**src/tba_pkg.sv**
```systemverilog
// Package for the 4-D broadcast adder: element and register widths,
// register indexes, operation codes and the item tag carried down the pipeline.
// No dependencies.
`timescale 1ns / 1ps

package tba_pkg;

  // Element width and configuration register geometry
  localparam int DATA_W    = 32;
  localparam int CFG_W     = 9;
  localparam int CFG_IDX_W = 4;
  localparam int NUM_REGS  = 8;
  localparam int NUM_DIMS  = 4;

  // Register indexes
  localparam logic [CFG_IDX_W-1:0] REG_MAIN_D0 = 4'd0;
  localparam logic [CFG_IDX_W-1:0] REG_MAIN_D1 = 4'd1;
  localparam logic [CFG_IDX_W-1:0] REG_MAIN_D2 = 4'd2;
  localparam logic [CFG_IDX_W-1:0] REG_MAIN_D3 = 4'd3;
  localparam logic [CFG_IDX_W-1:0] REG_OPND_D0 = 4'd4;
  localparam logic [CFG_IDX_W-1:0] REG_OPND_D1 = 4'd5;
  localparam logic [CFG_IDX_W-1:0] REG_OPND_D2 = 4'd6;
  localparam logic [CFG_IDX_W-1:0] REG_OPND_D3 = 4'd7;

  // Operation codes of an input item
  localparam logic OP_LOAD = 1'b0;
  localparam logic OP_MAIN = 1'b1;

  // What travels with every item through the pipeline
  typedef struct packed {
    logic              is_main;
    logic [DATA_W-1:0] value;
    logic              ok;
    logic              last;
  } tba_tag_t;

endpackage

```
**src/tba_addr.sv**
```systemverilog
// Address pipeline: one multiply-add per stage builds the row-major operand
// address dimension by dimension; loads pass straight through.
// Depends on tba_pkg.
`timescale 1ns / 1ps

module tba_addr import tba_pkg::*; #(
  parameter int OPERAND_DEPTH = 1024,
  parameter int MAX_EXTENT    = 256,
  localparam int EXW = ($clog2(MAX_EXTENT + 1) > CFG_W) ? $clog2(MAX_EXTENT + 1) : CFG_W,
  localparam int CW  = (MAX_EXTENT > 1) ? $clog2(MAX_EXTENT) : 1,
  localparam int AW  = (OPERAND_DEPTH > 1) ? $clog2(OPERAND_DEPTH) : 1
) (
  input  logic                            clk,
  input  logic                            rst_n,
  input  logic [NUM_DIMS-1:0][EXW-1:0]    opnd_ext,
  input  logic                            up_valid,
  input  tba_tag_t                        up_tag,
  input  logic [AW-1:0]                   up_addr,
  input  logic                            up_big,
  input  logic [NUM_DIMS-2:0][CW-1:0]     up_crd,
  output logic                            up_ready,
  input  logic                            down_ready,
  output logic                            down_valid,
  output tba_tag_t                        down_tag,
  output logic [AW-1:0]                   down_addr,
  output logic                            down_big
);

  localparam int TW   = AW + EXW + 1;
  localparam int NSTG = NUM_DIMS - 1;

  logic [NSTG-1:0]             v_r;
  tba_tag_t                    tag_r  [NSTG];
  logic [AW-1:0]               addr_r [NSTG];
  logic [NSTG-1:0]             big_r;
  logic [NSTG-1:0][CW-1:0]     crd_r  [NSTG];

  logic [NSTG-1:0]             s_v, s_big, en;
  tba_tag_t                    s_tag  [NSTG];
  logic [AW-1:0]               s_addr [NSTG];
  logic [NSTG-1:0][CW-1:0]     s_crd  [NSTG];
  logic [TW-1:0]               prod   [NSTG];

  // Stage inputs: the first stage takes the front stage, the rest their neighbour
  always_comb begin
    s_v[0]    = up_valid;
    s_tag[0]  = up_tag;
    s_addr[0] = up_addr;
    s_big[0]  = up_big;
    s_crd[0]  = up_crd;
    for (int k = 1; k < NSTG; k++) begin
      s_v[k]    = v_r[k-1];
      s_tag[k]  = tag_r[k-1];
      s_addr[k] = addr_r[k-1];
      s_big[k]  = big_r[k-1];
      s_crd[k]  = crd_r[k-1];
    end
  end

  // A stage moves when it is empty or the one after it moves
  always_comb begin
    en[NSTG-1] = !v_r[NSTG-1] || down_ready;
    for (int k = NSTG - 2; k >= 0; k--) begin
      en[k] = !v_r[k] || en[k+1];
    end
  end

  // Horner step: address times next extent plus next coordinate
  always_comb begin
    for (int k = 0; k < NSTG; k++) begin
      prod[k] = TW'(s_addr[k]) * TW'(opnd_ext[k+1]) + TW'(s_crd[k][k]);
    end
  end

  always_ff @(posedge clk) begin
    if (!rst_n) begin
      v_r <= '0;
    end else begin
      for (int k = 0; k < NSTG; k++) begin
        if (en[k]) begin
          v_r[k] <= s_v[k];
        end
      end
    end
  end

  // Past the store depth the address only grows, so one sticky flag suffices
  always_ff @(posedge clk) begin
    for (int k = 0; k < NSTG; k++) begin
      if (en[k]) begin
        tag_r[k] <= s_tag[k];
        crd_r[k] <= s_crd[k];
        if (s_tag[k].is_main) begin
          addr_r[k] <= prod[k][AW-1:0];
          big_r[k]  <= s_big[k] || (prod[k] >= TW'(OPERAND_DEPTH));
        end else begin
          addr_r[k] <= s_addr[k];
          big_r[k]  <= s_big[k];
        end
      end
    end
  end

  assign up_ready   = en[0];
  assign down_valid = v_r[NSTG-1];
  assign down_tag   = tag_r[NSTG-1];
  assign down_addr  = addr_r[NSTG-1];
  assign down_big   = big_r[NSTG-1];

endmodule

```
**config.mk**
```make
export PLATFORM = sky130hd
export DESIGN_NAME = tba_addr
export DESIGN_NICKNAME = d
export VERILOG_FILES = /design/src/tba_pkg.sv /design/src/tba_addr.sv
export SDC_FILE = /design/constraint.sdc
export NUM_CORES = 1
export LEC_CHECK = 0
export ABC_AREA = 1
export BUFFER_PORTS_ARGS = -buffer_cell sky130_fd_sc_hd__buf_2
export CAP_MARGIN = 30
export CORE_UTILIZATION = 55
export CTS_BUF_LIST = sky130_fd_sc_hd__clkbuf_8
export CTS_CLUSTER_DIAMETER = 100
export DETAILED_ROUTE_END_ITERATION = 12
export MAX_ROUTING_LAYER = met4
export PLACE_DENSITY = 0.75
export RECOVER_POWER = 50
export SYNTH_ARGS = -nofsm -noshare
export SYNTH_HDL_FRONTEND = slang
export SYNTH_SLANG_ARGS = --single-unit
```
**constraint.sdc**
```tcl
create_clock -name clk -period 7.16 [get_ports clk]
set_input_delay 1.074 -clock clk [delete_from_list [all_inputs] [get_ports clk]]
set_output_delay 1.074 -clock clk [all_outputs]
set_load 0.005 [all_outputs]
```
* After elaboration in Yosys (flattened, before gate mapping) *
Memories as Yosys holds them, arrays and structs flattened.
Cells that the tools add are included.

word-level totals
  flip-flop bits (word level) = 6
  memory bits (writable) = 207
  output and inout port bits = 48
  input bits = 110
  memories = 3
  word-level logic and storage cells = 60

operators by class
  multiply operators = 3
  muxes and demuxes = 30
  bitwise logic cells = 3
  magnitude comparators = 3
  reductions and logical operators = 9
  add/sub/neg operators = 3

memories
  memory  words  bits a word  read ports  clocked after Yosys merged registers in  wr ports  line            RTL
  tag_r   3      35           3           0                                        3         tba_addr.sv:33  tba_tag_t tag_r [NSTG];
  crd_r   3      24           2           0                                        3         tba_addr.sv:36  logic [NSTG-1:0][CW-1:0] crd_r [NSTG];
  addr_r  3      10           3           0                                        3         tba_addr.sv:34  logic [AW-1:0] addr_r [NSTG];

operator list
  operator              count
  $add 19x8->20         3
  $ge 20x11->1 const B  3
  $mul 10x9->19         3
  $mux 10               3
  $mux 1                27
  $logic_or 1x1->1      6
  $logic_not 1->1       3
  $or 1x1->1            3

* Depth between registers and ports, before layout *
Gate-level depths: netlist (run 1).

  depth after elaboration = 7
  depth in mapped cells = 29
  depth with buffers taken out = 28

* Worst setup path before layout (run 1) *
OpenSTA, ideal clock, no wires.

  path kind = input to register
  start point = input up_addr[7]
  end point = register big_r[0], data pin
  library setup time = 252 ps
  required time = 6908 ps
  path buffers = 1
  setup slack = 1518 ps
  arrival = 5390 ps
  stages = 27
  path through = clkbuf_1 -> nand2_1 -> fa_1 -> inv_1 -> fa_1 -> inv_1 -> fa_1 -> inv_1 -> fa_1 -> inv_1 -> fa_1 -> inv_1 -> ha_1 -> nand2_2 -> inv_1 -> a21oi_1 -> nand2_1 -> nand2_1 -> nand2_1 -> nand2_1 -> nand2_1 -> nor2_1 -> nand2_1 -> nor2_2 -> nand2_1 -> nand2_1 -> nand2_1

between the ends
  cells in the longest elaborated chain, start to end = 5

ends and longest elaborated chain
  item                             line            RTL
  from (decl)                      tba_addr.sv:18  input logic [AW-1:0] up_addr,
  $mul 10x9->19                    tba_addr.sv:71  prod[k] = TW'(s_addr[k]) * TW'(opnd_ext[k+1]) + TW'(s_crd[k][k]);
  $add 19x8->20                    tba_addr.sv:71
  $ge 20x11->1                     tba_addr.sv:95  big_r[k] <= s_big[k] || (prod[k] >= TW'(OPERAND_DEPTH));
  $logic_or 1x1->1                 tba_addr.sv:95
  $mux 1                           tba_addr.sv:93  if (s_tag[k].is_main) begin
  to (signal, indexed assignment)  tba_addr.sv:95
  to (signal, indexed assignment)  tba_addr.sv:98  big_r[k] <= s_big[k];
  to (decl)                        tba_addr.sv:35  logic [NSTG-1:0] big_r;

Every way passes these cells.
A chain may end at the register's enable or synchronous reset.

* Worst setup path after layout (run 1) *
Same ends and word-level chain as after synthesis.

==> results.py, run 1 <==
metrics = {
    "place": {
        "placed_cells": 2418,
        "routabilityCongestion": 0.9452,
        "port_buffers": 148,
        "dp_hpwl_microns": 28970,
        "place_ws_ps": 1155,
    },
    "synth": {
        "syn_area_sq_um": 16610,
        "synth-compound-area-share_pct": 2.628,
        "ys_warn_count": 0,
        "synth-simple-area-share_pct": 18.50,
        "syn_inst": 1939,
        "syn_area_per_cell_sq_um": 8.569,
        "synth_top_family_by_area": "adder cells",
        "synth_fa_ha_area_share_pct": 35.74,
        "synth-xor-area-share_pct": 0.8434,
        "synth-seq-area-share_pct": 29.64,
        "synth_nets": 2412,
        "synth.mux.area_fraction_pct": 0.2033,
        "synth_cell_types": 38,
        "yosys_register_bits": 165,
    },
    "cells_and_area": {
        "area_delta_synth_final_pct": 8.653,
        "layout-drive-gt1-share_pct": 9.757,
        "layout_commonest_cell": "nand2_1",
        "stdcell_count": 2451,
        "final_cell_mix": "nand2_1, inv_1, fa_1",
        "regArea_sq_um": 4925,
        "multi_input_area_sq_um": 9618,
        "n_fill_cell": 2580,
        "fin_nets": 2520,
    },
    "routing": {
        "drc": 0,
        "first_iter_violations": 671,
        "vias": 12334,
        "wl_per_cell_microns": 14.35,
        "avgViaCountPerCell": 5.032,
        "dr.pass1.iters": 5,
        "drtAntennaViolNets": 0,
        "routed_wl_microns": 35160,
    },
    "setup_path": {
        "cp-end-kind": "flip-flop",
        "crit_path_start_kind": "input port",
        "critPathMaxFanout": 10,
        "arrival_ps": 5700,
        "critPathRequiredTime_ps": 7370,
        "critPathKind": "in2reg",
    },
    "status": {
        "outcome": "finished, violations left",
        "violations": "capacitance limit, slew limit",
    },
    "clocking": {
        "cts_buffer_depth": 2,
        "cts_buffers": 17,
        "ctsRootBufferMaster": "clkbuf_8",
        "clk_pin_slew_ps": 120,
        "clock_sinks": 165,
        "ctsResizeCount": 0,
        "cts_tree": "yes",
        "post_cts_buffers": 0,
        "clk_latency_ps": 460,
        "postCtsHoldBufs": 0,
        "ctsHtreeMaxLevel": 4,
    },
    "min_path": {
        "hold_path_class": "reg2reg",
    },
    "grt": {
        "grt_overflow": 0,
        "grt_use_total_pct": 24.98,
        "grt_pass1_wl_microns": 59200,
        "grt_max_degree": 55,
        "antenna_found_initial": 1,
        "first_global_vias": 12303,
    },
    "floorplan": {
        "dieHeight_microns": 175.8,
        "core_region_area_sq_um": 29720,
        "fp.dieW_microns": 175.8,
        "rows": 63,
        "start_util_pct": 55.91,
        "ios": 158,
        "design.die.area_sq_um": 30910,
    },
    "timing": {
        "max_freq_ghz": 0.1823,
        "finClkSkew_ps": 21.23,
        "setup_ws_ps": 1675,
        "setup_viol": 0,
        "period_minus_slack_ps": 5485,
        "hold_viol": 0,
        "slew_headroom_pct": -34.18,
        "timing.hold.ws_ps": 415.0,
        "finalCritPeriodShare_pct": 76.61,
        "tns_ps": 0,
        "rsz0062_at_grt": "no",
        "worstMarginPinSlew_ps": 2013,
        "slew_violations": 37,
    },
    "run": {
        "max_cap_violations": 1,
    },
}
## layout make-up
class	count	share of cell area, %
diodes	1	0.01386
clock buffers	17	1.296
clock inverters	15	1.185
inverters	487	10.13
multi-input cells	1226	53.28
flip-flops and latches	165	27.28
well taps	390	2.703
repair buffers	150	4.117
## final timing paths
path	startpoint	cells past startpoint	slack (ps)	end
max	up_addr[7]	26	1670	big_r[0]
min	tag_r[0][24]	0	420	tag_r[0][59]
min reg2reg	tag_r[0][24]	0	420	tag_r[0][59]
max reg2reg	addr_r[0][6]	23	1850	big_r[1]
## cell usage after synthesis
cell type	instances	share of area (%)
nand2_1	583	13
inv_1	485	11
fa_1	186	22
ha_1	177	13
edfxtp_1	162	29
nor2_1	76	1.7
clkbuf_1	58	1.3
nand3_1	58	1.7
a21oi_1	48	1.4
o21ai_0	22	0.66
xnor2_1	12	0.63
nand4_1	8	0.30
nand2_2	6	0.23
nor3_1	6	0.18
nand3b_1	5	0.23
nor2_2	5	0.19
a31oi_1	4	0.15
nand3_2	4	0.24
xor2_1	4	0.21
and2_1	3	0.11
dfxtp_1	3	0.36
mux2_2	3	0.20
a21o_1	2	0.090
buf_2	2	0.060
inv_2	2	0.045
nor3_2	2	0.12
or2_2	2	0.075
buf_6	1	0.068
nor2_4	1	0.068
nor4_1	1	0.038
o211a_1	1	0.060
o211ai_1	1	0.045
o21a_1	1	0.045
o21ai_1	1	0.030
o21ai_2	1	0.053
o31ai_1	1	0.045
or2_1	1	0.038
or2_4	1	0.053
## flip-flops by register name, summed over array words and instances, names as in the netlist
signal  flops
crd_r      24
tag_r     105
v_r         3
addr_r     30
big_r       3
## worst max-delay path, stage by stage
cell and delay [ps]:
buf_2 250, nand2_1 130, fa_1 550, inv_1 50
fa_1 490, inv_1 50, fa_1 520, inv_1 50
fa_1 470, inv_1 50, fa_1 470, inv_1 40
ha_1 390, nand2_2 120, nor2_1 100, nand3_1 70
nand2_1 140, nand2_1 90, nand3_1 80, nand2_1 50
nand2_1 90, nand3_1 90, nor2_2 110, nand2_1 70
nand2_1 60, nand2_1 40
## cell families (layout without fill, tap and decap cells)
logic type / after synthesis / after routing
AND/OR/NAND/NOR: 762 / 762
buffers and inverters: 548 / 669
adder cells (fa/ha/maj): 363 / 363
flip-flops: 165 / 165
AO/OA/AOI/OAI: 82 / 82
XOR/XNOR: 16 / 16
multiplexers: 3 / 3
other: 0 / 1
## through the flow
stage | instance area, sq um | util [%]
after floorplan | 16610 | -
after global placement | 17620 | 59.30
after detailed placement | 17620 | 59.30
after CTS | 18070 | 60.81
after global routing | 18050 | 60.75
final | 18050 | 60.75
## metal layers
layer / vias up / share of wire (%) / GRT usage (%)
li1: 6039 / - / -
met1: 5903 / 44 / 32.30
met2: 352 / 49 / 42.14
met3: 40 / 5.3 / 2.489
met4: 0 / 1.6 / 6.413
met5: - / 0 / -
Power of run 1 is not shown: default switching activity piles up to over one toggle a cycle in this logic, so the estimate is an artifact.
==> inputs of run 2 (changes only) <==
==> constraint.sdc (replaced) <==
create_clock -name clk -period 5.49 [get_ports clk]
set_input_delay 0.8235 -clock clk [delete_from_list [all_inputs] [get_ports clk]]
set_output_delay 0.8235 -clock clk [all_outputs]
set_load 0.005 [all_outputs]
==> run 2 against run 1 <==
The flow still finishes with violations (capacitance limit, slew limit). Routed wire length up 1.6%. Non-clock buffer count up 31. Cell count is 1.3% higher. Critical path depth unchanged. First-iteration DRC count up 1.5%. Die area stayed put. Global-route usage increased by 0.39 points. Sequential share of layout area is 0.34 points lower.
==> results.py, run 2 (synthesized netlist as in run 1, its figures left out) <==
metrics = {
    "status": {
        "outcome": "finished, violations left",
        "violations": "capacitance limit, slew limit",
    },
    "timing": {
        "period_minus_slack_ps": 5177,
        "tns_ps": 0,
        "slew_headroom_pct": -37.65,
        "finalCritPeriodShare_pct": 94.30,
        "slew_violations": 37,
        "rsz0062_at_grt": "no",
        "worstMarginPinSlew_ps": 2065,
        "setup_viol": 0,
        "max_freq_ghz": 0.1932,
        "hold_viol": 0,
        "finClkSkew_ps": 23.54,
    },
    "floorplan": {
        "core_region_area_sq_um": 29720,
        "design.die.area_sq_um": 30910,
        "dieHeight_microns": 175.8,
        "rows": 63,
        "start_util_pct": 55.91,
        "fp.dieW_microns": 175.8,
        "ios": 158,
    },
    "grt": {
        "grt_pass1_wl_microns": 59720,
        "grt_max_degree": 45,
        "grt_overflow": 0,
        "grt_use_total_pct": 25.37,
        "first_global_vias": 12697,
        "antenna_found_initial": 1,
    },
    "clocking": {
        "ctsHtreeMaxLevel": 4,
        "clk_pin_slew_ps": 110,
        "ctsResizeCount": 0,
        "postCtsHoldBufs": 0,
        "clk_latency_ps": 460,
        "cts_buffers": 17,
        "ctsRootBufferMaster": "clkbuf_8",
        "cts_buffer_depth": 2,
        "cts_tree": "yes",
        "clock_sinks": 165,
        "post_cts_buffers": 0,
    },
    "cells_and_area": {
        "finish.instance_area_sq_um": 18280,
        "n_fill_cell": 2595,
        "layout-drive-gt1-share_pct": 11.14,
        "fin_nets": 2551,
        "multi_input_area_sq_um": 9618,
        "area_delta_synth_final_pct": 10.04,
        "layout_commonest_cell": "nand2_1",
        "top_register": "tag_r",
        "regArea_sq_um": 4925,
        "final_cell_mix": "nand2_1, inv_1, fa_1",
        "top_regs": "tag_r (105), addr_r (30), crd_r (24)",
        "largest_register_ffs": 105,
    },
    "routing": {
        "drtAntennaViolNets": 0,
        "avgViaCountPerCell": 5.050,
        "drc": 0,
        "wl_per_cell_microns": 14.39,
        "vias": 12535,
        "routed_wl_microns": 35730,
        "first_iter_violations": 681,
        "dr.pass1.iters": 5,
    },
    "setup_path": {
        "crit_path_start_kind": "input port",
        "crit_slowest_cell": "fa_1",
        "critPathMaxFanout": 4,
        "arrival_ps": 5380,
        "critPathKind": "in2reg",
        "worst_path_most_repeated_cell": "nand2_1",
        "cp-end-kind": "flip-flop",
        "worst_path_largest_cell_delay_ps": 540,
        "critPathRequiredTime_ps": 5690,
    },
    "min_path": {
        "hold_path_class": "reg2reg",
    },
    "place": {
        "postPlaceCellArea_sq_um": 17840,
        "dp_hpwl_microns": 29790,
        "port_buffers": 148,
        "routabilityCongestion": 0.9279,
    },
    "run": {
        "max_cap_violations": 1,
    },
}
## run 2: worst paths after layout
path / start / to / slack, ps / cells after the start
worst max-delay path: opnd_ext[27] / big_r[2] / 310 / 26
worst min-delay path: crd_r[0][17] / crd_r[0][41] / 410 / 0
worst max register to register: addr_r[1][3] / big_r[2] / 340 / 25
worst min register to register: crd_r[0][17] / crd_r[0][41] / 410 / 0
## run 2: critical path: cells and delay by family
| family | cells | cell delay [ps] |
|---|---|---|
| buffers and inverters | 6 | 370 |
| AND/OR/NAND/NOR | 14 | 1330 |
| adder cells (fa/ha/maj) | 6 | 2880 |
## run 2: stage by stage
| step | hold slack, ps | instances | utilization, % | worst slack (ps) |
|---|---|---|---|---|
| 6_report | 408.5 | 2482 | 61.52 | 313.0 |
| 5_1_grt | 414.6 | 2482 | 61.52 | 42.79 |
| 4_1_cts | 401.1 | 2479 | 61.53 | 356.4 |
| 3_5_place_dp | 404.5 | 2447 | 60.03 | -90.78 |
| 3_3_place_gp | 400.6 | 2447 | 60.03 | -67.65 |
| 2_1_floorplan | 400.3 | 1939 | - | 98.83 |
## run 2: per-layer routing
| metal | wire, microns | vias up | track usage (%) | share of wire [%] |
|---|---|---|---|---|
| li1 | - | 6107 | - | - |
| met1 | 14880 | 5937 | 31.24 | 42 |
| met2 | 17800 | 439 | 42.97 | 50 |
| met3 | 2225 | 52 | 3.506 | 6.2 |
| met4 | 815 | 0 | 8.478 | 2.3 |
| met5 | 0 | - | - | 0 |
## run 2: final cells by class
type | instances | share of cell area, %
clock inverter | 15 | 1.157
clock buffer | 17 | 1.280
inverter | 487 | 9.999
sequential | 165 | 26.94
antenna | 1 | 0.01369
timing repair buffer | 181 | 5.338
multi-input combinational | 1226 | 52.61
tap | 390 | 2.669
Power of run 2 is left out for the same reason.
==> inputs of run 3 (changes only) <==
--- a/config.mk
+++ b/config.mk
@@ -8,13 +8,15 @@
 export ABC_AREA = 1
 export BUFFER_PORTS_ARGS = -buffer_cell sky130_fd_sc_hd__buf_2
 export CAP_MARGIN = 30
-export CORE_UTILIZATION = 55
+export CORE_ASPECT_RATIO = 0.9
+export CORE_UTILIZATION = 50
 export CTS_BUF_LIST = sky130_fd_sc_hd__clkbuf_8
 export CTS_CLUSTER_DIAMETER = 100
 export DETAILED_ROUTE_END_ITERATION = 12
 export MAX_ROUTING_LAYER = met4
-export PLACE_DENSITY = 0.75
+export PLACE_DENSITY = 0.69
 export RECOVER_POWER = 50
 export SYNTH_ARGS = -nofsm -noshare
 export SYNTH_HDL_FRONTEND = slang
 export SYNTH_SLANG_ARGS = --single-unit
+export TNS_END_PERCENT = 50
==> run 3 against run 2 <==
The flow still finishes with violations (capacitance limit, slew limit). Cell count grew 1.3%. Maximum frequency grew 1.6%. Global-route usage shrank 2.3 points. First-iteration DRC count grew 6.0%. Routed wire length grew 0.15%. Clock skew shrank 6.2 ps. Sequential share of layout area shrank 0.068 points. Worst hold slack gained 5.6 ps. Via count shrank 1.7%. Sequential cell count is the same. Highest routed layer unchanged.
==> results.py, run 3 (synthesized netlist as in run 1, its figures left out) <==
metrics = {
    "floorplan": {
        "ios": 158,
        "fp.dieW_microns": 194.2,
        "core_region_area_sq_um": 32270,
        "dieHeight_microns": 174.9,
        "rows": 62,
        "design.die.area_sq_um": 33960,
        "start_util_pct": 51.48,
    },
    "clocking": {
        "clk_pin_slew_ps": 100,
        "clock_sinks": 165,
        "cts_buffer_depth": 2,
        "ctsHtreeMaxLevel": 4,
        "clk_latency_ps": 450,
        "ctsResizeCount": 0,
        "ctsRootBufferMaster": "clkbuf_8",
        "cts_tree": "yes",
        "cts_buffers": 17,
    },
    "timing": {
        "slew_headroom_pct": -31.35,
        "rsz0062_at_grt": "no",
        "slew_violations": 36,
        "period_minus_slack_ps": 5097,
        "timing.hold.ws_ps": 414.1,
        "hold_viol": 0,
        "finalCritPeriodShare_pct": 92.84,
        "finClkSkew_ps": 17.33,
        "setup_viol": 0,
        "tns_ps": 0,
        "max_freq_ghz": 0.1962,
        "worstMarginPinSlew_ps": 1970,
    },
    "status": {
        "outcome": "finished, violations left",
        "violations": "capacitance limit, slew limit",
    },
    "cells_and_area": {
        "multi_input_area_sq_um": 9618,
        "fin_nets": 2556,
        "top_regs": "tag_r (105), addr_r (30), crd_r (24)",
        "layout-drive-gt1-share_pct": 11.21,
        "n_fill_cell": 2917,
        "layout_commonest_cell": "nand2_1",
        "top_register": "tag_r",
        "area_delta_synth_final_pct": 10.32,
        "largest_register_ffs": 105,
        "final_cell_mix": "nand2_1, inv_1, fa_1",
        "regArea_sq_um": 4925,
    },
    "grt": {
        "antenna_found_initial": 2,
        "grt_use_total_pct": 23.04,
        "grt_pass1_wl_microns": 60760,
        "grt_max_degree": 45,
        "first_global_vias": 12440,
        "grt_overflow": 0,
    },
    "place": {
        "dp_hpwl_microns": 29750,
        "port_buffers": 148,
        "routabilityCongestion": 0.9371,
    },
    "routing": {
        "wl_per_cell_microns": 14.23,
        "avgViaCountPerCell": 4.898,
        "vias": 12319,
        "routed_wl_microns": 35780,
        "dr.pass1.iters": 5,
        "first_iter_violations": 722,
        "drc": 0,
        "drtAntennaViolNets": 0,
    },
    "setup_path": {
        "critPathKind": "in2reg",
        "cp-end-kind": "flip-flop",
        "crit_path_start": "up_addr[7]",
        "critPathMaxFanout": 4,
        "critPathRequiredTime_ps": 5690,
        "arrival_ps": 5290,
        "crit_path_start_kind": "input port",
        "r2r_start": "addr_r[1][7]",
    },
    "min_path": {
        "hold_path_class": "reg2reg",
        "worstHoldStart": "tag_r[0][28]",
    },
    "run": {
        "max_cap_violations": 1,
    },
}
==> run 3: layout make-up <==
| type | instances | share of cell area, % |
|---|---|---|
| multi-input cells | 1226 | 52.47 |
| flip-flops and latches | 165 | 26.87 |
| inverters | 487 | 9.973 |
| repair buffers | 186 | 5.529 |
| well taps | 416 | 2.840 |
| clock buffers | 17 | 1.277 |
| clock inverters | 15 | 0.9967 |
| diodes | 3 | 0.04096 |
==> run 3: layer usage <==
layer	track usage (%)	routed length [microns]
met2	38.10	17020
met5	-	0
met3	3.262	1978
met4	4.431	344
met1	30.49	16440
==> run 3: critical path, stage by stage <==
cell and delay, ps:
buf_2 160, nand2_1 100, fa_1 530, inv_1 50, fa_1 490, inv_1 50
fa_1 520, inv_1 50, fa_1 470, inv_1 50, fa_1 470, inv_1 40
ha_1 370, nand2_2 110, nor2_1 110, nand3_1 80, nand2_1 150, nand2_1 90
nand3_1 70, nand2_1 50, nand2_1 110, nand3_1 100, nor2_2 100, nand2_1 50
nand2_1 50, nand2_1 40
==> run 3: final timing paths <==
check / endpoint / slack, ps / cells past startpoint
max: big_r[0] / 390 / 26
min: tag_r[0][63] / 410 / 0
max reg2reg: big_r[2] / 400 / 26
min reg2reg: tag_r[0][63] / 410 / 0
==> run 3: repair_timing <==
| item | 4_1_cts | 5_1_grt |
|---|---|---|
| hold buffers | 0 | 0 |
| buffers inserted | 0 | 2 |
| endpoints found under the setup margin | 0 | 1 |
==> run 3: through the flow <==
step	setup slack, ps	instance area, sq um	std cells	util [%]
2_1_floorplan	98.83	16610	1939	-
3_3_place_gp	-42.57	17910	2478	55.50
3_5_place_dp	-68.44	17910	2478	55.50
4_1_cts	284.0	18330	2510	56.79
5_1_grt	48.28	18330	2514	56.79
6_report	393.0	18330	2515	56.80
Power of run 3 is left out for the same reason.
