<file path="config.mk">
export PLATFORM = sky130hd
export DESIGN_NAME = tba_coord
export DESIGN_NICKNAME = d
export VERILOG_FILES = /design/src/tba_pkg.sv /design/src/tba_coord.sv
export SDC_FILE = /design/constraint.sdc
export NUM_CORES = 1
export LEC_CHECK = 0
export BUFFER_PORTS_ARGS = -buffer_cell sky130_fd_sc_hd__buf_2
export CAP_MARGIN = 25
export CORE_ASPECT_RATIO = 1.2
export CORE_UTILIZATION = 40
export DETAILED_ROUTE_END_ITERATION = 12
export MAX_ROUTING_LAYER = met4
export PLACE_DENSITY = 0.65
export SLEW_MARGIN = 20
export SYNTH_ARGS = -nofsm -noshare
export SYNTH_HDL_FRONTEND = slang
export SYNTH_SLANG_ARGS = --single-unit
</file>
<file path="constraint.sdc">
create_clock -name clk -period 7.5 [get_ports clk]
set_clock_uncertainty 0.05 [all_clocks]
set_input_delay 2.25 -clock clk [delete_from_list [all_inputs] [get_ports clk]]
set_output_delay 2.25 -clock clk [all_outputs]
set_load 0.1 [all_outputs]
</file>
<file path="src/tba_pkg.sv">
// Package for the 4-D broadcast adder: element and register widths,
// register indexes, operation codes and the item tag carried down the pipeline.
// No dependencies.
`timescale 1ns / 1ps

package tba_pkg;

  // Element width and configuration register geometry
  localparam int DATA_W    = 32;
  localparam int CFG_W     = 9;
  localparam int CFG_IDX_W = 4;
  localparam int NUM_REGS  = 8;
  localparam int NUM_DIMS  = 4;

  // Register indexes
  localparam logic [CFG_IDX_W-1:0] REG_MAIN_D0 = 4'd0;
  localparam logic [CFG_IDX_W-1:0] REG_MAIN_D1 = 4'd1;
  localparam logic [CFG_IDX_W-1:0] REG_MAIN_D2 = 4'd2;
  localparam logic [CFG_IDX_W-1:0] REG_MAIN_D3 = 4'd3;
  localparam logic [CFG_IDX_W-1:0] REG_OPND_D0 = 4'd4;
  localparam logic [CFG_IDX_W-1:0] REG_OPND_D1 = 4'd5;
  localparam logic [CFG_IDX_W-1:0] REG_OPND_D2 = 4'd6;
  localparam logic [CFG_IDX_W-1:0] REG_OPND_D3 = 4'd7;

  // Operation codes of an input item
  localparam logic OP_LOAD = 1'b0;
  localparam logic OP_MAIN = 1'b1;

  // What travels with every item through the pipeline
  typedef struct packed {
    logic              is_main;
    logic [DATA_W-1:0] value;
    logic              ok;
    logic              last;
  } tba_tag_t;

endpackage

</file>
<file path="src/tba_coord.sv">
// Front stage: coordinate counters, load pointer and restart flag; turns each
// accepted item into a tag, a starting address and the masked inner coordinates.
// Depends on tba_pkg.
`timescale 1ns / 1ps

module tba_coord import tba_pkg::*; #(
  parameter int OPERAND_DEPTH = 1024,
  parameter int MAX_EXTENT    = 256,
  localparam int EXW = ($clog2(MAX_EXTENT + 1) > CFG_W) ? $clog2(MAX_EXTENT + 1) : CFG_W,
  localparam int CW  = (MAX_EXTENT > 1) ? $clog2(MAX_EXTENT) : 1,
  localparam int AW  = (OPERAND_DEPTH > 1) ? $clog2(OPERAND_DEPTH) : 1
) (
  input  logic                            clk,
  input  logic                            rst_n,
  input  logic                            cfg_clear,
  input  logic                            shape_ok,
  input  logic [NUM_DIMS-1:0][EXW-1:0]    main_ext,
  input  logic [NUM_DIMS-1:0][EXW-1:0]    opnd_ext,
  input  logic                            up_valid,
  input  logic                            up_op,
  input  logic [DATA_W-1:0]               up_value,
  output logic                            up_ready,
  input  logic                            down_ready,
  output logic                            down_valid,
  output tba_tag_t                        down_tag,
  output logic [AW-1:0]                   down_addr,
  output logic                            down_big,
  output logic [NUM_DIMS-2:0][CW-1:0]     down_crd
);

  localparam int PW  = $clog2(OPERAND_DEPTH + 1);

  logic [NUM_DIMS-1:0][CW-1:0] cnt_r, cnt_nxt;
  logic [PW-1:0]               ptr_r, ptr_nxt;
  logic                        restart_r, restart_nxt;
  logic                        v_r;
  tba_tag_t                    tag_r;
  logic [AW-1:0]               addr_r;
  logic                        big_r;
  logic [NUM_DIMS-2:0][CW-1:0] crd_r;

  logic [NUM_DIMS-1:0][EXW:0]  inc_ext;
  logic [NUM_DIMS-1:0]         wrap, hit, carry;
  logic [NUM_DIMS-1:0][CW-1:0] cb;
  logic [PW-1:0]               base;
  logic                        en, accept, is_main;

  assign en       = !v_r || down_ready;
  assign up_ready = en;
  assign accept   = up_valid && en;
  assign is_main  = (up_op == OP_MAIN);

  // Per-dimension wrap and final-position tests, and broadcast masking
  always_comb begin
    for (int d = 0; d < NUM_DIMS; d++) begin
      inc_ext[d] = (EXW + 1)'(cnt_r[d]) + (EXW + 1)'(1);
      wrap[d]    = inc_ext[d] >= (EXW + 1)'(main_ext[d]);
      hit[d]     = inc_ext[d] == (EXW + 1)'(main_ext[d]);
      cb[d]      = (opnd_ext[d] == EXW'(1)) ? '0 : cnt_r[d];
    end
  end

  // Carry ripples from the innermost dimension outwards
  always_comb begin
    carry[NUM_DIMS-1] = 1'b1;
    for (int d = NUM_DIMS - 2; d >= 0; d--) begin
      carry[d] = carry[d+1] && wrap[d+1];
    end
  end

  // State update for loads, main elements and configuration writes
  always_comb begin
    cnt_nxt     = cnt_r;
    ptr_nxt     = ptr_r;
    restart_nxt = restart_r;
    base        = restart_r ? '0 : ptr_r;
    if (cfg_clear) begin
      cnt_nxt = '0;
    end else if (accept && is_main) begin
      restart_nxt = 1'b1;
      for (int d = 0; d < NUM_DIMS; d++) begin
        if (carry[d]) begin
          cnt_nxt[d] = wrap[d] ? '0 : cnt_r[d] + CW'(1);
        end
      end
    end else if (accept) begin
      restart_nxt = 1'b0;
      ptr_nxt     = (base < PW'(OPERAND_DEPTH)) ? base + PW'(1) : base;
    end
  end

  always_ff @(posedge clk) begin
    if (!rst_n) begin
      cnt_r     <= '0;
      ptr_r     <= '0;
      restart_r <= 1'b0;
      v_r       <= 1'b0;
    end else begin
      cnt_r     <= cnt_nxt;
      ptr_r     <= ptr_nxt;
      restart_r <= restart_nxt;
      if (en) begin
        v_r <= up_valid;
      end
    end
  end

  // Stage register: a load carries its write address, a main element its
  // outermost coordinate as the start of the address sum
  always_ff @(posedge clk) begin
    if (en) begin
      tag_r.is_main <= is_main;
      tag_r.value   <= up_value;
      tag_r.ok      <= shape_ok;
      tag_r.last    <= &hit;
      for (int j = 0; j < NUM_DIMS - 1; j++) begin
        crd_r[j] <= cb[j+1];
      end
      if (is_main) begin
        addr_r <= AW'(cb[0]);
        big_r  <= 33'(cb[0]) >= 33'(OPERAND_DEPTH);
      end else begin
        addr_r <= AW'(base);
        big_r  <= base >= PW'(OPERAND_DEPTH);
      end
    end
  end

  assign down_valid = v_r;
  assign down_tag   = tag_r;
  assign down_addr  = addr_r;
  assign down_big   = big_r;
  assign down_crd   = crd_r;

endmodule

</file>
# --- Word level (Yosys, flattened, before mapping) ---
# Index checks and enable logic that the tools add are counted.
word_totals:
  word_cells: 67
  mem_count: 0
  out_inout_bits: 72
  mem_bits_rw: 0
  input_bits: 111
  regBits: 115
  mem_bits_ro: 0
  latchBits: 0
op_classes:
  bitwise: 3
  n_div: 0
  order_cmp: 6
  shift: 0
  addsub: 9
  mux: 10
  n_mul: 0
  reduce_logical: 14
  eq_ne: 8
op_table:
  columns: ["cell", "count"]
  rows:
  - ["$mux 8", 6]
  - ["$add 8x1->9 const B", 4]
  - ["$eq 9x1->1 const B", 4]
  - ["$eq 9x9->1", 4]
  - ["$ge 9x9->1", 4]
  - ["$add 8x1->8 const B", 4]
  - ["$mux 11", 2]
  - ["$add 11x1->11 const B", 1]
  - ["$ge 11x11->1 const B", 1]
  - ["$lt 11x11->1 const B", 1]
  - ["$reduce_and 2->1", 4]
  - ["$logic_and 1x1->1", 4]
  - ["$reduce_and 4->1", 1]
  - ["$not 1->1", 3]
  - ["$reduce_and 3->1", 1]
  - ["$mux 1", 2]
  - ["$reduce_bool 2->1", 1]
  - ["$reduce_or 2->1", 1]
  - ["$logic_not 1->1", 1]
  - ["$logic_or 1x1->1", 1]

# --- Depth between registers and ports, before layout ---
# Gate-level depths: netlist (run 1).
logic_depth:
  ltp_word: 6
  mapped_depth: 13
  ltp_nobuf: 11

# --- Worst setup path before layout (run 1) ---
# No wires, ideal clock.
synth_path:
  path_type: "input to output"
  start: "in down_ready"
  end: "out up_ready"
  path_stages: 1
  required_time_ps: 5200
  t_arrival_ps: 4733
  slack_ps: 467
  path_buffers: 0
  path_cell_list: "nand2b_1"
synth_via:
  elab_chain_len: 1
synth_rtl:
  columns: ["element", "line", "rtl"]
  rows:
  - ["start, declared", "tba_coord.sv:23", "input logic down_ready,"]
  - ["$logic_or 1x1->1", "tba_coord.sv:48", "assign en = !v_r || down_ready;"]
  - ["end, declared", "tba_coord.sv:22", "output logic up_ready,"]
# Every way passes these cells.

# --- Final worst setup path (run 1) ---
# Ends and elaborated chain as after synthesis.

==> reports/metrics.cfg, run 1 <==
[placement]
place_hpwl_um=10350
dp_cells=887
placed_area_mm2=0.006864
io_buffer_count=182
globalplace.congestion=0.8532

[worst_setup_path]
crit_path_cell_trace=buf_2, nand2b_4, buf_2
cp-start-kind=primary input
rr_startpoint=cnt_r[24]$_SDFFE_PP0P_
setup.worst_path.class=in2out
r2r_setup_slack_ps=3960
crit_cells=3
critPathTopFamily=buffers and inverters
reg2reg_depth=11
cp_max_fo=2
startpoint=down_ready
crit_slowest_cell=buf_2
crit_path_end_kind=output port
critPathRequiredTime_ps=5200
crit_path_end=up_ready
worstReg2RegEnd=cnt_r[17]$_SDFFE_PP0P_
cp_data_arrival_time_ps=2880
crit_top_cell=buf_2
slowest_delay_ps=440
path_buf_inv=2

[global_route]
grt_overflow=0
grt_antenna_before_repair=0
grt_pass1_vias=4729
grt_usage_pct=19.76
grt_pass1_wl_um=22660
grt_max_degree=76

[sta]
hold_viol_final=0
setup_viol_count_final=0
maxSlewViolCount=0
clock.fmax_ghz=0.1929
slew_headroom_pct=35.30
rsz0062_at_grt=false
period_needed_ps=5184
timing.final.crit_share_pct=69.12
tightest_slew_ps=970.6
tns_ps=0

[run_status]
violations=design-rule violations
status=complete, but fails checks

[cts]
cts_buffer_depth=2
htreeDepth=4
clkSlewWorstSetupHoldPaths_ps=50
insertion_delay_ps=410
cts_made_buffers=17
ctsResizeCount=0
post_cts_buffers=0
cts_root_buf=clkbuf_16
clock-sinks=115
cts_hold_buf=0
tritoncts=built

[floorplanning]
ios=183
die_h_um=133.5
chipWidth_um=111.6
core_area_mm2=0.01394
rows=47
die_area_mm2=0.01490
initial_core_util_pct=41.38

[run]
drv_cap=0

[route]
drt_wl_total_um=13820
drt_iter0_drc=232
vias_per_cell=5.123
drtPass1Iterations=10
detail-route-antenna-nets=0
wl_per_cell_um=15.03
via_count=4708
drcViolationCount=23

[layout]
diodes=0
instances_no_fill=919
area_growth_pct=28.88
nets=887
fillers=1262
fin_area_mm2=0.007432
layout_commonest_cell=buf_2
multi_input_area_mm2=0.002567
layout_common_cells=buf_2, edfxtp_1, nand2_1, dfxtp_1
drive_gt1_share_pct=30.61
regArea_mm2=0.003003

[min_path]
min_from=ptr_r[1]$_SDFFE_PN0P_
min_path_type=reg2reg

[synthesis]
syn_inst=542
syn-num-nets=694
syn_avg_cell_area_um2=10.64
synth_top_area_cell=edfxtp_1
synthArstFlopShare_pct=0
synth_flop_cell=edfxtp_1
ys_types=55
ys_seq_area_share_pct=52.07
yosysWarnings=0
ys_ff_latch=115
syn_area_mm2=0.005767
synth_edf_count=70
synth.top_cells.by_area=edfxtp_1, dfxtp_1, ha_1
synth_top_area_share_pct=36.45

[power]
p_seq_share_pct=40.5
ir_drop_uv=134.3
combPwrFrac_pct=14.6
cellPowerDensity_mw_per_mm2=232.3
p_sw_share_pct=29.01
switchingPower_w=0.0005008
p_clk_share_pct=44.9
power_leakage_nw=3.324
p_int_w=0.001226

## power groups by stage
stage / clock (W) / sequential (W) / combinational [W]
2_1_floorplan: 0 / 0.000873 / 0.0000349
5_1_grt: 0.000813 / 0.000702 / 0.000263
3_5_place_dp: 0 / 0.000713 / 0.000253
3_3_place_gp: 0 / 0.000713 / 0.000251
6_report: 0.000774 / 0.000700 / 0.000252
4_1_cts: 0.000789 / 0.000700 / 0.000254
## state kept, by name, summed over array words and instances, names as in the netlist
name,flops
cnt_r,32
down_addr,10
down_tag,35
restart_r,1
down_crd,24
down_big,1
down_valid,1
ptr_r,11
## final cells by class
type / count / area share, %
Inverter: 41 / 2.071
Tap cell: 171 / 2.879
Clock inverter: 14 / 1.869
Sequential cell: 115 / 40.40
Timing Repair Buffer: 184 / 12.46
Multi-Input combinational cell: 376 / 34.55
Clock buffer: 18 / 5.774
## logic make-up after synthesis
| logic type | count (synthesis) | synth area share (%) |
|---|---|---|
| compound gates | 88 | 10.85 |
| xor+xnor | 34 | 5.164 |
| fa+ha+maj | 41 | 8.896 |
| buf+inv | 51 | 3.537 |
| flops | 115 | 52.07 |
| mux | 3 | 0.5424 |
| simple gates | 210 | 18.94 |
## per-stage QoR
stage | util [%] | worst slack (ps) | hold slack [ps] | power (W)
global route | 53.33 | 2300 | 479.4 | 0.001778
global placement | 49.25 | 2305 | 437.8 | 0.0009638
CTS | 53.33 | 2304 | 447.3 | 0.001742
floorplan | - | 466.5 | 408.7 | 0.0009074
finish | 53.33 | 2316 | 448.9 | 0.001726
detailed placement | 49.25 | 2307 | 440.9 | 0.0009663
## worst min path at each step
stage / to / slack [ps] / cells past startpoint
final: ptr_r[1]$_SDFFE_PN0P_ / 450 / 2
after global routing: ptr_r[1]$_SDFFE_PN0P_ / 480 / 2
after CTS: ptr_r[1]$_SDFFE_PN0P_ / 450 / 2
after detailed placement: ptr_r[1]$_SDFFE_PN0P_ / 440 / 2
after global placement: ptr_r[1]$_SDFFE_PN0P_ / 440 / 2
after floorplan: ptr_r[1]$_SDFFE_PN0P_ / 410 / 2
## tightest hold or removal path: cells and delay by family, from the launching register on
kind | cells | cell delay [ps]
flip-flops | 1 | 330
AO/OA/AOI/OAI | 1 | 60
AND/OR/NAND/NOR | 1 | 60
## metal layers
layer  track usage, %  vias up  wire (µm)
met5                -        -          0
met4            7.432        0        204
met3            4.277       15        875
met2            32.19      181       6555
met1            24.04     2159       6181
li1                 -     2353          -
## Yosys cell counts, drive strengths merged, types with 7 or more instances
master  instances
a21oi          22
edfxtp         70
a211oi          8
o21ai          12
or3            10
nor2           41
xnor2          23
clkbuf          7
xor2           11
nand4          11
and2           28
ha             41
nor4            7
nor3            9
o22ai          11
inv            41
nand3          24
dfxtp          45
a22oi           7
nand2          46
a22o            8
No activity file was read; power rests on OpenSTA's default activity.
==> inputs of run 2 (changes only) <==
ABC_AREA = 1   (was not set)
PLACE_DENSITY = 0.67   (was 0.65)
clock period = 4.6 ns   (was 7.5 ns; I/O delays follow)
==> run 2 against run 1 <==
The run now ends clean; clock power up 69%; final cell count up 21%; via count up 7.9%; combinational power up 76%; highest routed layer unchanged; largest cell class unchanged; synthesized area up 7.8%; global-route usage down 0.73 points; register-to-register slack worse by 2000 ps; non-clock buffer count unchanged.
==> reports/metrics.cfg, run 2 <==
[synthesis]
syn_area_mm2=0.006216  ; +7.8%
ys_seq_area_share_pct=48.31  ; -3.8 points
synthTopCellsByCount=nand2_1, inv_1, nor2_1
yosysWarnings=0  ; unchanged
synth_edf_count=70  ; unchanged
synth_top_area_share_pct=33.82  ; -2.6 points
synth_top_area_cell=edfxtp_1
synthArstFlopShare_pct=0  ; unchanged
syn-num-nets=849  ; +22%
synth_flop_cell=edfxtp_1
syn_inst=697  ; +29%
syn_avg_cell_area_um2=8.918  ; -16%
synth.top_cells.by_area=edfxtp_1, dfxtp_1, ha_1
yosysMostFrequentCell=nand2_1
ys_ff_latch=115  ; unchanged
ys_types=40  ; -27%

[global_route]
grtUsageMet1_pct=20.91  ; -3.1 points
grt_usage_pct=19.03  ; -0.73 points
grt_pass1_wl_um=22870  ; +0.91%
grt_pass1_vias=4920  ; +4.0%
grt_max_degree=57  ; -25%
grt_overflow=0  ; unchanged
met2_usage_pct=32.05  ; -0.14 points
grt_antenna_before_repair=0  ; unchanged
grtUsageMet3_pct=4.152  ; -0.12 points
grt.busiest_layer=met2

[worst_setup_path]
r2r_setup_slack_ps=1940  ; -2020 ps
slowest_delay_ps=430  ; about the same
cp-start-kind=primary input
cp_data_arrival_time_ps=2060  ; -820 ps
setup.worst_path.class=in2out
crit_path_end_kind=output port
crit_top_cell=buf_2
worstReg2RegEnd=cnt_r[0]$_SDFFE_PP0P_
cp_max_fo=2  ; unchanged
crit_slowest_cell=buf_2
reg2reg_depth=17  ; +6
rr_startpoint=cnt_r[24]$_SDFFE_PP0P_
startpoint=down_ready
critPathRequiredTime_ps=3170  ; -2030 ps
crit_path_cell_trace=buf_2, inv_1, nand2_4, buf_2
crit_path_end=up_ready

[floorplanning]
ios=183  ; unchanged
core_area_mm2=0.01508  ; +8.2%
rows=49  ; +4.3%
die_area_mm2=0.01604  ; +7.7%
die_h_um=138.6  ; +3.8%
initial_core_util_pct=41.21  ; -0.16 points
chipWidth_um=115.8  ; +3.7%

[layout]
area_growth_pct=28.00
nets=1047  ; +18%
fillers=1449  ; +15%
layout_commonest_cell=buf_2
diodes=0  ; unchanged
layout_common_cells=buf_2, nand2_1, inv_1, nor2_1, edfxtp_1
multi_input_area_mm2=0.002714  ; +5.7%
drive_gt1_share_pct=30.18  ; -0.44 points
regArea_mm2=0.003003  ; unchanged
largest_reg_flops=35  ; unchanged

[cts]
htreeDepth=4  ; unchanged
clkSlewWorstSetupHoldPaths_ps=50  ; about the same
tritoncts=built
cts_buffer_depth=2  ; unchanged
cts_root_buf=clkbuf_16
cts_hold_buf=0  ; unchanged
insertion_delay_ps=420  ; about the same
clock-sinks=115  ; unchanged
cts_made_buffers=17  ; unchanged
post_cts_buffers=0  ; unchanged
ctsResizeCount=0  ; unchanged

[route]
via_count=5082  ; +7.9%
drt_wl_total_um=13870  ; +0.41%
wl_per_cell_um=12.48  ; -17%
drt_iter0_drc=208  ; -10%
drcViolationCount=0  ; -100%
drtPass1Iterations=6  ; -4
vias_per_cell=4.570  ; -11%
detail-route-antenna-nets=0  ; unchanged

[min_path]
min_from=cnt_r[14]$_SDFFE_PP0P_
min_path_type=reg2reg
hold_depth=2  ; unchanged

[sta]
slew_headroom_pct=52.56  ; +17 points
clock.fmax_ghz=0.2864
setup_viol_count_final=0  ; unchanged
tightest_slew_ps=710.8  ; -259.8 ps
timing.final.crit_share_pct=75.90
hold_viol_final=0  ; unchanged
rsz0062_at_grt=false
maxSlewViolCount=0  ; unchanged
tns_ps=0  ; unchanged
period_needed_ps=3492

[placement]
place_hpwl_um=10730  ; +3.6%
io_buffer_count=182  ; unchanged
globalplace.congestion=0.8425  ; -1.3%

[power]
cellPowerDensity_mw_per_mm2=364.4  ; +57%
ir_drop_uv=169.4  ; +26%
power_leakage_nw=3.955  ; +19%
p_total_w=0.002900  ; +68%

[run]
drv_cap=0  ; unchanged

[run_status]
status=finished clean

-- run 2: cell types whose count changed after synthesis, sizes merged, moves of 8 or more --
cell and change:
inv +84, xor2 +9, nand2 +95, nand3 +20, or3 -10, o22ai -11, a22o -8, and2 -28
nor2 +73, xnor2 -20
-- run 2: per-stage QoR --
step	instance area [µm²]	hold slack, ps	util (%)	setup slack (ps)	cells
floorplan	6216	392.8	-	529.1	697
global placement	7370	409.7	48.86	1091	1080
detailed placement	7370	416.3	48.86	1102	1080
CTS	7956	426.4	52.75	1099	1112
global route	7956	462.1	52.75	1079	1112
finish	7956	428.9	52.75	1108	1112
-- run 2: metal layers --
metal	routed length [µm]	vias to the layer above
li1	-	2657
met1	5869	2295
met2	7099	105
met3	485	25
met4	419	0
met5	0	-
-- run 2: power by group --
part / internal, W / switching [W]
Sequential: 0.00113 / 0.0000104
Clock: 0.000860 / 0.000454
Combinational: 0.0000798 / 0.000363
-- run 2: cells by family after synthesis --
family	count (synthesis)	share of synthesized area (%)
buffers and inverters	130	8.112
xor gates and xnor gates	23	3.241
DFF	115	48.31
adders and majority gates	41	8.253
AOI/OAI and AO/OA	49	4.348
and+or+nand+nor	339	27.74
-- run 2: critical path, delay by kind of cell --
| family | cells | cell delay [ps] |
|---|---|---|
| buffers and inverters | 3 | 580 |
| AND/OR/NAND/NOR | 1 | 100 |
-- run 2: how the worst min path moves through the flow --
| stage | to |
|---|---|
| floorplan | cnt_r[14]$_SDFFE_PP0P_ |
| global placement | cnt_r[9]$_SDFFE_PP0P_ |
| detailed placement | cnt_r[14]$_SDFFE_PP0P_ |
| CTS | cnt_r[14]$_SDFFE_PP0P_ |
| global route | cnt_r[9]$_SDFFE_PP0P_ |
| finish | cnt_r[14]$_SDFFE_PP0P_ |
-- run 2: final cells by class --
cell class,count,share of cell area [%]
timing repair buffer,184,11.64
multi-input combinational,452,34.11
clock buffer,22,5.708
sequential,115,37.74
tap,204,3.208
inverter,125,5.929
clock inverter,10,1.667
==> inputs of run 3 (changes only) <==
PLACE_DENSITY = not set   (was 0.67)
clock period = 3.59 ns   (was 4.6 ns; I/O delays follow)
==> run 3 against run 2 <==
Design area unchanged; sequential cell count unchanged; first-iteration DRC count increased by 26%; non-clock buffer count unchanged; highest routed layer unchanged; clock power increased by 25%; register-to-register slack got worse by 1000 ps; via count decreased by 0.71%; count of clock-buffer cells in the layout decreased by 4; sequential power increased by 28%; power increased by 27%.
==> reports/metrics.cfg, run 3 (synthesized netlist as in run 2, its figures left out) <==
[sta]
slew_headroom_pct=39.38  ; -13 points
hold_slack_ps=427.0  ; -1.919 ps
tns_ps=0  ; unchanged
clock.fmax_ghz=0.3780
maxSlewViolCount=0  ; unchanged
timing.final.crit_share_pct=73.70
rsz0062_at_grt=false
tightest_slew_ps=909.3  ; +198.5 ps
period_needed_ps=2646
hold_viol_final=0  ; unchanged
setup_viol_count_final=0  ; unchanged

[run]
drv_cap=0  ; unchanged

[power]
combPwrFrac_pct=15.4  ; about the same
switchingPower_w=0.001046  ; +27%
p_int_w=0.002626  ; +27%
p_clk_share_pct=44.7  ; -0.6 points
p_sw_share_pct=28.48  ; -0.029 points
power_leakage_nw=3.953  ; about the same
p_seq_share_pct=39.9  ; +0.5 points
ir_drop_uv=243.4  ; +44%
cellPowerDensity_mw_per_mm2=461.5  ; +27%

[worst_setup_path]
startpoint=cnt_r[24]$_SDFFE_PP0P_
setup.worst_path.class=reg2reg
cp-start-kind=register
cp_max_fo=13  ; +11
cp_data_arrival_time_ps=2890  ; +830 ps
crit_path_end_kind=register
reg2reg_depth=16  ; -1
rr_startpoint=cnt_r[24]$_SDFFE_PP0P_
critPathRequiredTime_ps=3840  ; +670 ps

[cts]
cts_buffer_depth=2  ; unchanged
cts_made_buffers=17  ; unchanged
ctsResizeCount=0  ; unchanged
cts_root_buf=clkbuf_16
cts_hold_buf=0  ; unchanged
clock-sinks=115  ; unchanged
clkSlewWorstSetupHoldPaths_ps=50  ; about the same
insertion_delay_ps=410  ; about the same
post_cts_buffers=0  ; unchanged
tritoncts=built
htreeDepth=4  ; unchanged

[layout]
fillers=1469  ; +1.4%
nets=1047  ; unchanged
layout_common_cells=buf_2, nand2_1, inv_1, nor2_1, edfxtp_1
utilization_pct=52.75  ; unchanged
drive_gt1_share_pct=30.10  ; -0.077 points
layout_commonest_cell=buf_2
area_growth_pct=28.00  ; unchanged
diodes=0  ; unchanged
largest_reg_flops=35  ; unchanged

[route]
drcViolationCount=0  ; unchanged
highest_layer=met4
routed-wl-met2_um=6821  ; -3.9%
met1_length_um=6079  ; +3.6%
via_count=5046  ; -0.71%
drt_iter0_drc=262  ; +26%
wl_per_cell_um=12.46  ; -0.14%
drtPass1Iterations=4  ; -2
detail-route-antenna-nets=0  ; unchanged
vias_per_cell=4.542  ; -0.62%
drt_wl_total_um=13840  ; -0.23%
wl_met3_um=805  ; +66%

[global_route]
grt_overflow=0  ; unchanged
grt_pass1_vias=4789  ; -2.7%
grt_max_degree=72  ; +26%
grt_antenna_before_repair=0  ; unchanged
grt_usage_pct=18.53  ; -0.50 points
grt_pass1_wl_um=22520  ; -1.5%

[placement]
globalplace.congestion=0.8248  ; -2.1%
place_hpwl_um=10640  ; -0.82%
io_buffer_count=182  ; unchanged

[min_path]
min_path_type=reg2reg
hold_depth=2  ; unchanged
min_from=cnt_r[9]$_SDFFE_PP0P_

[floorplanning]
core_area_mm2=0.01508  ; unchanged
chipWidth_um=115.8  ; unchanged
rows=49  ; unchanged
die_area_mm2=0.01604  ; unchanged
ios=183  ; unchanged
die_h_um=138.6  ; unchanged
initial_core_util_pct=41.21  ; unchanged

[run_status]
status=finished clean

## run 3: cell count changes in the layout (fill, tap and decap cells not counted), sizes merged
cell and change:
clkinv +2, clkbuf -4, clkinvlp +1
## run 3: per-layer routing
layer	vias to the layer above	track usage, %
li1	2660	-
met1	2220	22.14
met2	158	29.95
met3	8	4.589
met4	0	6.748
met5	-	-
## run 3: worst max-delay path, cell delays in order (launching register included)
cell and delay, ps:
dfxtp_1 460, ha_1 230, nand2_1 90, nor2_1 160, nand3_1 110, nand2_1 80
inv_1 50, ha_1 280, nand2_1 120, nor2_4 120, nand3_2 100, nand3_4 150
nand2_4 150, nor2_8 180, nand3_1 100, nand2_1 70, nor2_1 40
## run 3: layout make-up
type / count / area [µm²] / share of cell area [%]
flip-flops and latches: 115 / 3003 / 37.74
multi-input cells: 452 / 2714 / 34.11
repair buffers: 184 / 940.9 / 11.83
inverters: 125 / 471.7 / 5.929
clock buffers: 18 / 429.2 / 5.394
well taps: 204 / 255.2 / 3.208
clock inverters: 13 / 142.6 / 1.793
## run 3: power groups by stage
stage | logic, W | clock network, W | registers [W]
after global routing | 0.000595 | 0.00174 | 0.00147
after detailed placement | 0.000569 | 0 | 0.00149
after global placement | 0.000566 | 0 | 0.00149
after floorplan | 0.0000925 | 0 | 0.00184
final | 0.000565 | 0.00164 | 0.00146
after CTS | 0.000570 | 0.00168 | 0.00146
## run 3: path summary, 6_finish.rpt
check                          end  slack [ps]
min          cnt_r[9]$_SDFFE_PP0P_         430
max          cnt_r[5]$_SDFFE_PP0P_         940
min reg2reg  cnt_r[9]$_SDFFE_PP0P_         430
max reg2reg  cnt_r[5]$_SDFFE_PP0P_         940
## run 3: through the flow
step                      cells  setup slack [ps]  area, µm²  total power, W
after floorplan             697             125.1       6216        0.001929
after global placement     1080             904.5       7385        0.002057
after detailed placement   1080             877.9       7385        0.002060
after CTS                  1111             905.1       7956        0.003717
after global routing       1111             630.6       7956        0.003808
final                      1111             944.3       7956        0.003672
